<file path="config.mk">
export PLATFORM = sky130hd
export DESIGN_NAME = packet_id_duplicate_filter
export DESIGN_NICKNAME = d
export VERILOG_FILES = /design/src/sv/pidf_pkg.sv /design/src/sv/pidf_ram.sv /design/src/sv/pidf_dp.sv /design/src/sv/pidf_ctrl.sv /design/src/sv/packet_id_duplicate_filter.sv
export VERILOG_INCLUDE_DIRS = /design/src /design/src/sv
export SDC_FILE = /design/constraint.sdc
export NUM_CORES = 1
export LEC_CHECK = 0
export ABC_AREA = 0
export BUFFER_PORTS_ARGS = -buffer_cell sky130_fd_sc_hd__buf_2
export CORE_ASPECT_RATIO = 1.75
export CORE_MARGIN = 1
export CORE_UTILIZATION = 45
export DETAILED_ROUTE_END_ITERATION = 6
export SLEW_MARGIN = 0
export SYNTH_ARGS = -nofsm -noshare
export SYNTH_HDL_FRONTEND = slang
export SYNTH_HIERARCHICAL = 1
export SYNTH_SLANG_ARGS = --single-unit
</file>
<file path="constraint.sdc">
create_clock -name clk -period 6.23 [get_ports clk]
set_input_delay 0.9345 -clock clk [delete_from_list [all_inputs] [get_ports clk]]
set_output_delay 0.9345 -clock clk [all_outputs]
set_load 0.005 [all_outputs]
</file>
<file path="src/sv/assert_macros.svh">
// Assertion macros for the RTL of the duplicate filter.
`ifndef ASSERT_MACROS_SVH
`define ASSERT_MACROS_SVH
`ifndef SYNTH
`define ASSERT_CLK(lbl, prop, msg) \
	lbl: assert property (@(posedge clk) disable iff (!arst_n) prop) else $error(msg);
`define ASSERT_NEVER(lbl, cond, msg) \
	lbl: assert property (@(posedge clk) disable iff (!arst_n) !(cond)) else $error(msg);
`else
`define ASSERT_CLK(lbl, prop, msg)
`define ASSERT_NEVER(lbl, cond, msg)
`endif
`endif

</file>
<file path="src/sv/pidf_pkg.sv">
// Shared constants, command and status types of the duplicate filter.
package pidf_pkg;
	localparam int RING_SLOTS = 32;
	localparam int MAX_LENGTH = 255;
	localparam int SLOT_W = (RING_SLOTS > 1) ? $clog2(RING_SLOTS) : 1;
	localparam int IDENT_W = 32;
	localparam int LEN_IN_W = 16;
	localparam int HDR_W = 8;
	localparam int FWD_W = 8;
	localparam int VERDICT_W = 2;
	localparam int S_DATA_W = 48;
	localparam logic [HDR_W-1:0] HEADER_RESET = 8'd16;

	localparam logic [VERDICT_W-1:0] VERDICT_SHORT = 2'd0;
	localparam logic [VERDICT_W-1:0] VERDICT_DUPLICATE = 2'd1;
	localparam logic [VERDICT_W-1:0] VERDICT_FORWARD = 2'd2;

	typedef struct packed {
		logic              capture;
		logic              rd_en;
		logic [SLOT_W-1:0] rd_addr;
		logic              insert;
		logic              emit;
	} pidf_cmd_t;

	typedef struct packed {
		logic too_short;
		logic hit;
	} pidf_sts_t;
endpackage

</file>
<file path="src/sv/pidf_ram.sv">
// Generic single-write, single-read RAM with registered read data.
module pidf_ram #(
	parameter int WIDTH = 32,
	parameter int DEPTH = 32
) (
	clk,
	we,
	waddr,
	wdata,
	re,
	raddr,
	rdata
);
	localparam int AW = (DEPTH > 1) ? $clog2(DEPTH) : 1;

	input  logic             clk;
	input  logic             we;
	input  logic [AW-1:0]    waddr;
	input  logic [WIDTH-1:0] wdata;
	input  logic             re;
	input  logic [AW-1:0]    raddr;
	output logic [WIDTH-1:0] rdata;

	logic [WIDTH-1:0] mem_q [DEPTH];

	always_ff @(posedge clk) begin
		if (we) begin
			mem_q[waddr] <= wdata;
		end
		if (re) begin
			rdata <= mem_q[raddr];
		end
	end
endmodule

</file>
<file path="src/sv/pidf_dp.sv">
// Datapath: header register, item capture, ring storage, compare and result register.
module pidf_dp (
	input  logic                         clk,
	input  logic                         arst_n,
	input  logic                         cfg_we,
	input  logic [pidf_pkg::HDR_W-1:0]   cfg_wdata,
	input  logic [pidf_pkg::S_DATA_W-1:0] s_tdata,
	input  pidf_pkg::pidf_cmd_t          cmd,
	output pidf_pkg::pidf_sts_t          sts,
	output logic [pidf_pkg::FWD_W-1:0]   m_tdata,
	output logic [pidf_pkg::VERDICT_W-1:0] m_tuser
);
	import pidf_pkg::*;

	logic [HDR_W-1:0]      header_q;
	logic [LEN_IN_W-1:0]   packet_length;
	logic [IDENT_W-1:0]    packet_ident;
	logic [LEN_IN_W-1:0]   len_sat;
	logic [FWD_W-1:0]      len_q;
	logic [IDENT_W-1:0]    ident_q;
	logic                  short_q;
	logic [RING_SLOTS-1:0] valid_q;
	logic [SLOT_W-1:0]     slot_q;
	logic                  cmp_s1;
	logic                  vld_s1;
	logic                  hit_q;
	logic [IDENT_W-1:0]    rdata;
	logic                  match;

	assign packet_length = s_tdata[LEN_IN_W-1:0];
	assign packet_ident  = s_tdata[LEN_IN_W +: IDENT_W];
	assign len_sat = (packet_length > LEN_IN_W'(MAX_LENGTH)) ? LEN_IN_W'(MAX_LENGTH)
		: packet_length;

	// A slot never written since reset still holds identifier zero.
	assign match = vld_s1 ? (rdata == ident_q) : (ident_q == '0);

	pidf_ram #(
		.WIDTH(IDENT_W),
		.DEPTH(RING_SLOTS)
	) u_ring (
		.clk  (clk),
		.we   (cmd.insert),
		.waddr(slot_q),
		.wdata(ident_q),
		.re   (cmd.rd_en),
		.raddr(cmd.rd_addr),
		.rdata(rdata)
	);

	always_ff @(posedge clk or negedge arst_n) begin
		if (!arst_n) begin
			header_q <= HEADER_RESET;
			valid_q  <= '0;
			slot_q   <= '0;
			cmp_s1   <= 1'b0;
			vld_s1   <= 1'b0;
			hit_q    <= 1'b0;
			short_q  <= 1'b0;
		end else begin
			if (cfg_we) begin
				header_q <= cfg_wdata;
			end
			cmp_s1 <= cmd.rd_en;
			vld_s1 <= valid_q[cmd.rd_addr];
			if (cmd.capture) begin
				short_q <= !(len_sat > LEN_IN_W'(header_q));
				hit_q   <= 1'b0;
			end else if (cmp_s1 && match) begin
				hit_q <= 1'b1;
			end
			if (cmd.insert) begin
				valid_q[slot_q] <= 1'b1;
				slot_q <= (slot_q == SLOT_W'(RING_SLOTS - 1)) ? '0 : slot_q + 1'b1;
			end
		end
	end

	always_ff @(posedge clk) begin
		if (cmd.capture) begin
			len_q   <= len_sat[FWD_W-1:0];
			ident_q <= packet_ident;
		end
		if (cmd.emit) begin
			priority if (short_q) begin
				m_tuser <= VERDICT_SHORT;
				m_tdata <= '0;
			end else if (hit_q) begin
				m_tuser <= VERDICT_DUPLICATE;
				m_tdata <= '0;
			end else begin
				m_tuser <= VERDICT_FORWARD;
				m_tdata <= len_q;
			end
		end
	end

	assign sts.too_short = short_q;
	assign sts.hit       = hit_q;
endmodule

</file>
<file path="src/sv/pidf_ctrl.sv">
// Controller: accepts a word, sequences the ring scan and insert, owns the output valid.
`include "assert_macros.svh"
module pidf_ctrl (
	input  logic                clk,
	input  logic                arst_n,
	input  logic                s_tvalid,
	output logic                s_tready,
	output logic                m_tvalid,
	input  logic                m_tready,
	input  pidf_pkg::pidf_sts_t sts,
	output pidf_pkg::pidf_cmd_t cmd
);
	import pidf_pkg::*;

	typedef enum logic [2:0] {
		ST_IDLE,
		ST_SCAN,
		ST_TAIL,
		ST_WRITE,
		ST_DONE
	} state_t;

	state_t            state_q;
	logic [SLOT_W-1:0] cnt_q;
	logic              m_tvalid_q;
	logic              accept;
	logic              out_free;

	assign s_tready = (state_q == ST_IDLE);
	assign accept   = s_tvalid && s_tready;
	assign out_free = !m_tvalid_q || m_tready;
	assign m_tvalid = m_tvalid_q;

	always_comb begin
		cmd         = '0;
		cmd.capture = accept;
		cmd.rd_addr = cnt_q;
		cmd.rd_en   = (state_q == ST_SCAN) && !sts.too_short;
		cmd.insert  = (state_q == ST_WRITE) && !sts.hit;
		cmd.emit    = (state_q == ST_DONE) && out_free;
	end

	always_ff @(posedge clk or negedge arst_n) begin
		if (!arst_n) begin
			state_q    <= ST_IDLE;
			cnt_q      <= '0;
			m_tvalid_q <= 1'b0;
		end else begin
			if (cmd.emit) begin
				m_tvalid_q <= 1'b1;
			end else if (m_tready) begin
				m_tvalid_q <= 1'b0;
			end
			unique case (state_q)
				ST_IDLE: begin
					cnt_q <= '0;
					if (accept) begin
						state_q <= ST_SCAN;
					end
				end
				ST_SCAN: begin
					// drop straight to the result for a too-short packet
					if (sts.too_short) begin
						state_q <= ST_DONE;
					end else begin
						cnt_q <= cnt_q + 1'b1;
						if (cnt_q == SLOT_W'(RING_SLOTS - 1)) begin
							state_q <= ST_TAIL;
						end
					end
				end
				ST_TAIL: begin
					state_q <= ST_WRITE;
				end
				ST_WRITE: begin
					state_q <= ST_DONE;
				end
				ST_DONE: begin
					if (out_free) begin
						state_q <= ST_IDLE;
					end
				end
				default: begin
					state_q <= ST_IDLE;
				end
			endcase
		end
	end

	`ASSERT_NEVER(a_no_insert_short, cmd.insert && sts.too_short, "insert for short packet")
	`ASSERT_CLK(a_scan_starts_at_zero, accept |=> (state_q == ST_SCAN) && (cnt_q == '0), "scan start")
	`ASSERT_CLK(a_valid_after_done, $rose(m_tvalid_q) |-> $past(state_q == ST_DONE), "stray word")
	`ASSERT_NEVER(a_no_read_outside_scan, cmd.rd_en && (state_q != ST_SCAN), "stray ring read")
endmodule

</file>
<file path="src/sv/packet_id_duplicate_filter.sv">
// Repeater duplicate filter: one verdict word per packet word.
// A too-short packet goes from the scan state straight to the result; any other packet
// scans the 32-slot ring one slot per cycle through the RAM read port.
// One word in flight: the next word is taken once the result is registered; the
// controller holds in its done state while the output stalls.
// Reset (arst_n low, asynchronous): ring reads as all zero, slot pointer 0, header 16.
module packet_id_duplicate_filter (
	input  logic                            clk,
	input  logic                            arst_n,
	input  logic                            cfg_we,
	input  logic [pidf_pkg::HDR_W-1:0]      cfg_wdata,   // header_bytes
	input  logic                            s_tvalid,
	output logic                            s_tready,
	input  logic [pidf_pkg::S_DATA_W-1:0]   s_tdata,     // packet_length[15:0], packet_ident[47:16]
	output logic                            m_tvalid,
	input  logic                            m_tready,
	output logic [pidf_pkg::FWD_W-1:0]      m_tdata,     // forward_length[7:0]
	output logic [pidf_pkg::VERDICT_W-1:0]  m_tuser      // verdict[1:0]
);
	import pidf_pkg::*;

	pidf_cmd_t cmd;
	pidf_sts_t sts;

	pidf_ctrl u_ctrl (
		.clk     (clk),
		.arst_n  (arst_n),
		.s_tvalid(s_tvalid),
		.s_tready(s_tready),
		.m_tvalid(m_tvalid),
		.m_tready(m_tready),
		.sts     (sts),
		.cmd     (cmd)
	);

	pidf_dp u_dp (
		.clk      (clk),
		.arst_n   (arst_n),
		.cfg_we   (cfg_we),
		.cfg_wdata(cfg_wdata),
		.s_tdata  (s_tdata),
		.cmd      (cmd),
		.sts      (sts),
		.m_tdata  (m_tdata),
		.m_tuser  (m_tuser)
	);
endmodule

</file>
# --- Yosys cells after proc, flatten, opt, wreduce, memory -nomap -nowiden ---
# Memory sizes are Yosys's and may differ from the RTL's. A register that Yosys moved wholly into a read port is not among the register bits.
# Cells that the tools add are included.
classes:
  n_shift: 0
  muxes: 21
  order_cmp: 5
  n_eq_ne: 11
  n_addsub: 2
  n_div: 0
  reduce_logical: 19
  mul: 0
  bitwise_logic: 1
op_table:
  columns: ["op", "count"]
  rows:
  - ["32-bit equality test", 1]
  - ["32-bit logical NOT", 1]
  - ["32-bit bitwise OR", 1]
  - ["16-bit by 8-bit greater-than comparator with 1-bit output", 1]
  - ["16-bit by 8-bit greater-than comparator with 1-bit output (second input constant)", 1]
  - ["16-bit two-way mux", 1]
  - ["3-bit one-hot mux with 5 select lines", 1]
  - ["5-bit by 6-bit < comparator with 1-bit output (second input constant)", 2]
  - ["3-bit two-way mux", 4]
  - ["5-bit by 1-bit adder with 5-bit output (second input constant)", 2]
  - ["5-bit equality test (second input constant)", 2]
  - ["5-bit two-way mux", 2]
  - ["5-bit one-hot mux with 2 select lines", 1]
  - ["1-bit two-way mux", 9]
  - ["3-bit by 2-bit equality test with 1-bit output (second input constant)", 2]
  - ["1-bit logical AND", 6]
  - ["2-bit nonzero test", 3]
  - ["1-bit binary-select mux with 5-bit select", 1]
  - ["1-bit demux with 5-bit select", 1]
  - ["5-bit by 1-bit >= comparator with 1-bit output (second input constant)", 1]
  - ["1-bit logical NOT", 4]
  - ["2-bit != test (second input constant)", 2]
  - ["3-bit by 1-bit equality test with 1-bit output (second input constant)", 1]
  - ["3-bit equality test (second input constant)", 1]
  - ["other kinds (8)", 8]
word_totals:
  in_bits: 61
  mem_bits_ro: 0
  regBits: 108
  mem_count: 1
  ramBits: 1024
  latch_bits: 0
memory_table:
  columns: ["name", "words", "width", "rd", "rd_clocked_by_memory_dff", "wr", "line", "text"]
  rows:
  - ["u_dp.u_ring.mem_q", 32, 32, 1, 1, 1, "pidf_ram.sv:24", "logic [WIDTH-1:0] mem_q [DEPTH];"]

# --- Depth between registers and ports, before layout ---
# Gate-level depths: netlist (run 1).
depth:
  ltp_word: 5
  mapped_depth: 9

# --- By module ---
# Netlist (run 1), hierarchy kept.
by_module_without_submodules:
  columns: ["mod", "instances", "area_per_inst_um2", "cells_per_inst", "seq_area_each_um2"]
  rows:
  - ["pidf_ram", 1, 40805.4, 2260, 31710.4]
  - ["pidf_dp", 1, 4336.7, 311, 2728.9]
  - ["pidf_ctrl", 1, 486.7, 47, 225.2]

# --- Worst setup path after synthesis (run 1) ---
# Ideal clock, no wire load.
synth_path:
  path_type: "reg2reg"
  startpoint: "reg u_dp.hit_q"
  endpoint: "mem u_dp.u_ring.mem_q[12][0], enable pin"
  arrival_time_ns: 2.894
  period_less_slack_ns: 3.315
  path_stages_with_launch: 6
  path_slack_ns: 2.915
  n_path_buf: 2
  path_cell_list: "dfrtp_1 buf_4 and4bb_2 or3b_2 clkbuf_1 nor2_1"
synth_rtl:
  columns: ["item", "line", "text"]
  rows:
  - ["from (decl)", "pidf_dp.sv:26", "logic hit_q;"]
  - ["from (signal assigned)", "pidf_dp.sv:58", "hit_q <= 1'b0;"]
  - ["from (signal assigned)", "pidf_dp.sv:68", "hit_q <= 1'b0;"]
  - ["from (signal assigned)", "pidf_dp.sv:70", "hit_q <= 1'b1;"]
  - ["to (decl)", "pidf_ram.sv:24", null]

==> flow_metrics.py, run 1 <==
metrics = {
    "global_route": {
        "grt_start_max_net_pins": 130,
        "grt_usage_pct": 22.4,
        "busiest_layer": "met2",
        "grt_first_pass_wirelength_um": 168000,
        "grtUsageMet2_pct": 39.7,
        "met3_usage_pct": 2.26,
        "met1_usage_pct": 28.0,
        "grt_pass1_vias": 24604,
        "antenna_found_initial": 1,
        "overflow": 0,
    },
    "floorplanning": {
        "fp-row-count": 154,
        "start_util_pct": 45.4,
        "fp.dieW_um": 243,
        "core_region_area_um2": 101000,
        "dieHeight_um": 423,
        "die_area_um2": 103000,
        "num_io_pins": 73,
    },
    "worst_setup_path": {
        "max_stage_delay_ns": 0.87,
        "cp-end-kind": "register",
        "cp_top_family": "buffers and inverters",
        "crit_fanout": 70,
        "cpMaxStageDelayCell": "buf_4",
        "required_ns": 6.66,
        "timing.critical_path.buf_inv": 1,
        "crit_chain": "nor2b_4 -> buf_4 -> a22oi_1 -> a31oi_1 -> nand3_1",
        "startpoint_type": "register",
        "critical_path_class": "register to register",
        "worstPathArrival_ns": 4.01,
    },
    "place": {
        "gp_routability_congestion": 0.853,
        "io_buffers": 72,
        "post_dp_cell_area_um2": 47600,
        "dpl.hpwl_um": 70000,
    },
    "synthesis": {
        "async_flop_share_pct": 4.98,
        "syn_area_um2": 45600,
        "avgSynthCellArea_um2": 17.4,
        "synthFlopType": "edfxtp_1",
        "ys_seq_area_share_pct": 76.0,
        "synthDistinctLibCells": 50,
        "synth-edff-count": 1106,
        "synth-seq-cells": 1164,
        "synth_cells": 2618,
        "synth.largest_area_cell": "edfxtp_1",
        "yosysTopAreaCellShare_pct": 72.8,
        "yosys_warnings": 6,
        "syn_nets": 2694,
        "synth.area.top_cells": "edfxtp_1 73%, mux2i_1 11%, dfrtp_1 3.1%, a22oi_1 1.6%, a22o_1 1.2%",
    },
    "sta": {
        "period_needed_ns": 3.58,
        "finClkSkew_ns": 0.0376,
        "fin_crit_sh_pct": 57.4,
        "rsz0062_at_grt": "no",
        "worst_slew_pin_slew_ns": 1.34,
        "hold_viol_final": 0,
        "finalSetupTns_ns": 0,
        "setup_viol": 0,
        "max_freq_mhz": 280,
        "slew_headroom_pct": 10.2,
        "slew_viol_final": 0,
    },
    "layout": {
        "syn_to_final_growth_pct": 11.8,
        "fin_nets": 2782,
        "final_common_cell": "edfxtp_1",
        "stdcell_area_um2": 51000,
        "layout_common_cells": "1106 x edfxtp_1, 514 x mux2i_1, 115 x nand2_1, 102 x a21oi_1, 101 x nand3_1",
        "drive_above_1_share_pct": 12.5,
    },
    "route": {
        "vias_per_cell": 5.83,
        "dr.first_iter.drc_count": 2124,
        "wl_um": 115000,
        "drt_first_pass_iters": 6,
        "routedWlPerCell_um": 28.0,
        "drc": 0,
        "num_vias": 24017,
        "ant_nets": 0,
    },
    "power_and_ir_drop": {
        "ir_drop_mv": 0.343,
        "powerDensity_nw_per_um2": 412,
        "total_power_mw": 21.0,
        "cellLeakagePower_nw": 17.3,
    },
    "cts": {
        "path_clk_slew_ns": 0.07,
        "cts_tree": "built",
        "holdBufCountCts": 0,
        "cts_resized": 0,
        "clk_path_buf_depth": 3,
        "postCtsSetupRepairBufs": 0,
        "htreeDepth": 3,
        "clock_latency_ns": 0.72,
        "cts.sinks": 1164,
        "root_buffer": "clkbuf_16",
        "cts_buffers": 97,
    },
    "run_status": {
        "outcome": "completed",
    },
    "job": {
        "maxCapViolCount": 0,
    },
    "min_path": {
        "min_path_type": "input pin to async pin",
    },
}
area by class of cell:
class / instances / area (µm²)
clock buffer: 113 / 2540
tap: 1326 / 1660
fill: 8250 / 49600
timing repair buffer: 128 / 881
multi-input combinational: 1298 / 10300
inverter: 17 / 63.8
sequential: 1164 / 34700
antenna: 4 / 10.0
clock inverter: 70 / 826
cell usage after synthesis (33+ instances only):
| cell type | count |
|---|---|
| nand2_1 | 116 |
| clkbuf_1 | 52 |
| buf_4 | 37 |
| edfxtp_1 | 1106 |
| nand3_1 | 101 |
| nor2_1 | 42 |
| a31oi_1 | 33 |
| nor3_1 | 37 |
| dfrtp_1 | 57 |
| mux2i_1 | 514 |
| a22o_1 | 65 |
| a22oi_1 | 96 |
| a21oi_1 | 102 |
final timing paths:
path,startpoint,to,slack (ns),cells after the start
min in group clk,s_tdata[38],u_dp/ident_q[22]$_DFFE_PP_,0.39,1
min reg2reg,u_dp/valid_q[26]$_DFFE_PN0P_,u_dp/valid_q[26]$_DFFE_PN0P_,0.47,1
max,u_ctrl/cnt_q[1]$_DFFE_PN0P_,u_dp/u_ring/rdata[30]$_DFFE_PP_,2.65,5
max in group asynchronous,arst_n,u_ctrl/cnt_q[0]$_DFFE_PN0P_,5.27,2
max reg2reg,u_ctrl/cnt_q[1]$_DFFE_PN0P_,u_dp/u_ring/rdata[30]$_DFFE_PP_,2.65,5
min,arst_n,u_dp/valid_q[3]$_DFFE_PN0P_,0.39,2
registers in the layout (all words and copies together) (netlist names):
name	flops
u_dp/m_tdata	8
u_dp/m_tuser	2
u_dp/valid_q	32
u_dp/short_q	1
u_dp/len_q	8
u_dp/cmp_s1	1
u_ctrl/state_q	3
u_dp/hit_q	1
u_dp/header_q	8
u_dp/u_ring/rdata	32
u_dp/ident_q	32
u_ctrl/cnt_q	5
u_dp/vld_s1	1
u_dp/slot_q	5
u_ctrl/m_tvalid	1
u_dp/u_ring/mem_q	1024
power by group:
part	internal (mW)	switching, mW
clock network	3.64	2.80
logic	1.83	3.38
registers	9.12	0.227
total	14.6	6.41
metrics by stage:
stage	hold slack [ns]	util [%]	std cells	setup WS [ns]
global route	0.380	50.7	4116	2.56
global placement	0.452	47.3	3933	2.77
floorplan	0.436	-	2618	2.92
finish	0.390	50.7	4120	2.65
CTS	0.346	50.7	4116	2.71
detailed placement	0.459	47.3	3933	2.72
layer usage:
layer / routed length (µm) / share of wire (%)
met5: 0 / 0
met4: 3720 / 3.2
met3: 5730 / 5.0
met2: 60200 / 52
met1: 45800 / 40
worst reg2reg max path, cell delays in order, from the launching register on:
cell	delay [ns]
dfrtp_1	0.69
nor2b_4	0.71
buf_4	0.89
a22oi_1	0.49
a31oi_1	0.40
nand3_1	0.15
cell families after synthesis:
group / Yosys count / synth area share (%)
compound gates: 353 / 5.27
xor+xnor: 32 / 0.614
fa+ha+maj: 15 / 0.411
buf+inv: 156 / 1.94
flops: 1164 / 76.0
mux: 528 / 11.9
simple gates: 370 / 3.92
(Power assumes the default switching activity.)
==> run 2, diff against run 1 <==
==> constraint.sdc (replaced) <==
create_clock -name clk -period 3.3 [get_ports clk]
set_input_delay 0.495 -clock clk [delete_from_list [all_inputs] [get_ports clk]]
set_output_delay 0.495 -clock clk [all_outputs]
set_load 0.005 [all_outputs]
==> run 2 against run 1 <==
Highest routed layer unchanged; first-iteration DRC count grew 4.1%; die area unchanged; total power is 85% higher; flip-flop and latch count is the same; largest cell class unchanged; hold slack worse by 0.35 ns; critical path depth rose by 1.
==> flow_metrics.py, run 2 (synthesis gave the netlist of run 1 again) <==
metrics = {
    "run_status": {
        "outcome": "completed",
    },
    "cts": {
        "htreeDepth": 3,
        "cts_resized": 0,
        "holdBufCountCts": 37,
        "postCtsSetupRepairBufs": 0,
        "cts_buffers": 95,
        "root_buffer": "clkbuf_16",
        "clock_latency_ns": 0.69,
        "cts.sinks": 1164,
        "clk_path_buf_depth": 3,
        "path_clk_slew_ns": 0.06,
        "cts_tree": "built",
    },
    "min_path": {
        "min_path_type": "input pin to register",
    },
    "sta": {
        "rsz0062_at_grt": "no",
        "period_needed_ns": 3.09,
        "fin_crit_sh_pct": 93.6,
        "finalSetupTns_ns": 0,
        "slew_viol_final": 0,
        "max_freq_mhz": 324,
        "finClkSkew_ns": 0.0193,
        "setup_slack_ns": 0.210,
        "slew_headroom_pct": 24.0,
        "fin_hold_ws_ns": 0.0374,
        "worst_slew_pin_slew_ns": 1.14,
        "setup_viol": 0,
        "hold_viol_final": 0,
    },
    "place": {
        "gp_routability_congestion": 0.824,
        "dpl.hpwl_um": 68700,
        "io_buffers": 72,
        "post_dp_cell_area_um2": 48700,
        "post-place-ws_ns": 0.257,
    },
    "layout": {
        "fin_nets": 2913,
        "drive_above_1_share_pct": 14.8,
        "largest_reg_flops": 1024,
        "layout_common_cells": "1106 x edfxtp_1, 514 x mux2i_1, 115 x nand2_1, 112 x buf_4, 102 x a21oi_1",
        "top_register": "u_dp/u_ring/mem_q",
        "n_antenna_cell": 0,
        "final_common_cell": "edfxtp_1",
        "stdcell_area_um2": 52200,
        "syn_to_final_growth_pct": 14.3,
    },
    "power_and_ir_drop": {
        "total_power_mw": 38.8,
        "ir_drop_mv": 0.543,
        "powerDensity_nw_per_um2": 744,
        "cellLeakagePower_nw": 17.9,
    },
    "floorplanning": {
        "fp-row-count": 154,
        "fp.dieW_um": 243,
        "dieHeight_um": 423,
        "num_io_pins": 73,
        "core_region_area_um2": 101000,
        "die_area_um2": 103000,
        "start_util_pct": 45.4,
    },
    "global_route": {
        "overflow": 0,
        "grt_first_pass_wirelength_um": 173000,
        "antenna_found_initial": 0,
        "grt_pass1_vias": 25369,
        "grt_usage_pct": 23.4,
        "grt_start_max_net_pins": 66,
    },
    "worst_setup_path": {
        "worstPathArrival_ns": 3.62,
        "critical_path_class": "register to register",
        "cp-end-kind": "register",
        "crit_chain": "xnor2_1 -> nand4_1 -> nor4_1 -> buf_4 -> nand2_1 -> o41ai_1",
        "max_stage_delay_ns": 1.07,
        "timing.critical_path.buf_inv": 1,
        "cp_top_family": "flip-flops",
        "crit_fanout": 34,
        "required_ns": 3.83,
        "cpMaxStageDelayCell": "edfxtp_1",
        "startpoint_type": "register",
    },
    "route": {
        "vias_per_cell": 5.83,
        "wl_um": 120000,
        "num_vias": 24752,
        "dr.first_iter.drc_count": 2212,
        "drc": 0,
        "ant_nets": 0,
        "drt_first_pass_iters": 5,
        "routedWlPerCell_um": 28.3,
    },
    "job": {
        "maxCapViolCount": 0,
    },
}
run 2: changes by cell type in the layout (fill, tap and decap cells not counted), moves of 2 or more:
cell,before,now
clkinv_8,4,0
dlygate4sd3_1,0,37
buf_4,48,112
diode_2,4,0
bufinv_16,17,7
clkbuf_8,1,3
clkinvlp_4,5,2
clkinv_1,24,20
buf_12,8,40
clkbuf_1,13,26
run 2: power breakdown:
part | switching [mW] | internal [mW]
clock network | 5.14 | 6.13
logic | 6.02 | 3.85
registers | 0.438 | 17.2
total | 11.6 | 27.2
run 2: cell type report:
class,count,area [µm²]
Timing Repair Buffer,261,2370
Tap cell,1326,1660
Clock buffer,129,2620
Inverter,17,63.8
Multi-Input combinational cell,1298,10300
Clock inverter,49,417
Fill cell,8153,48400
Sequential cell,1164,34700
run 2: worst paths after layout:
| path | from | end | slack [ns] | cells past startpoint |
|---|---|---|---|---|
| min in group asynchronous | arst_n | u_dp/hit_q$_DFFE_PN0P_ | 0.40 | 2 |
| max in group asynchronous | arst_n | u_dp/valid_q[4]$_DFFE_PN0P_ | 2.15 | 3 |
| max | u_dp/ident_q[25]$_DFFE_PP_ | u_dp/hit_q$_DFFE_PN0P_ | 0.21 | 6 |
| min | cfg_wdata[1] | u_dp/header_q[1]$_DFFE_PN0P_ | 0.04 | 3 |
| max reg2reg | u_dp/ident_q[25]$_DFFE_PP_ | u_dp/hit_q$_DFFE_PN0P_ | 0.21 | 6 |
| min reg2reg | u_dp/valid_q[29]$_DFFE_PN0P_ | u_dp/valid_q[29]$_DFFE_PN0P_ | 0.47 | 1 |
run 2: routing by layer:
layer  vias to the layer above  wire, µm  global-route usage (%)
met5                         -         0                       0
met1                     12914     45400                    28.2
met3                       226      6430                    2.59
li1                      10746         -                       -
met4                         0      5290                    10.2
met2                       866     62900                    42.2
run 2: through the flow:
step	instances	utilization [%]
after floorplan	2618	-
after global placement	4029	48.5
after detailed placement	4029	48.5
after CTS	4244	51.8
after global routing	4244	51.8
final	4244	51.8
run 2: tightest hold or removal path, delay by kind of cell:
kind | cells | cell delay (ns)
AOI/OAI and AO/OA | 1 | 0.06
buffers and inverters | 1 | 0.07
and+or+nand+nor | 1 | 0.05
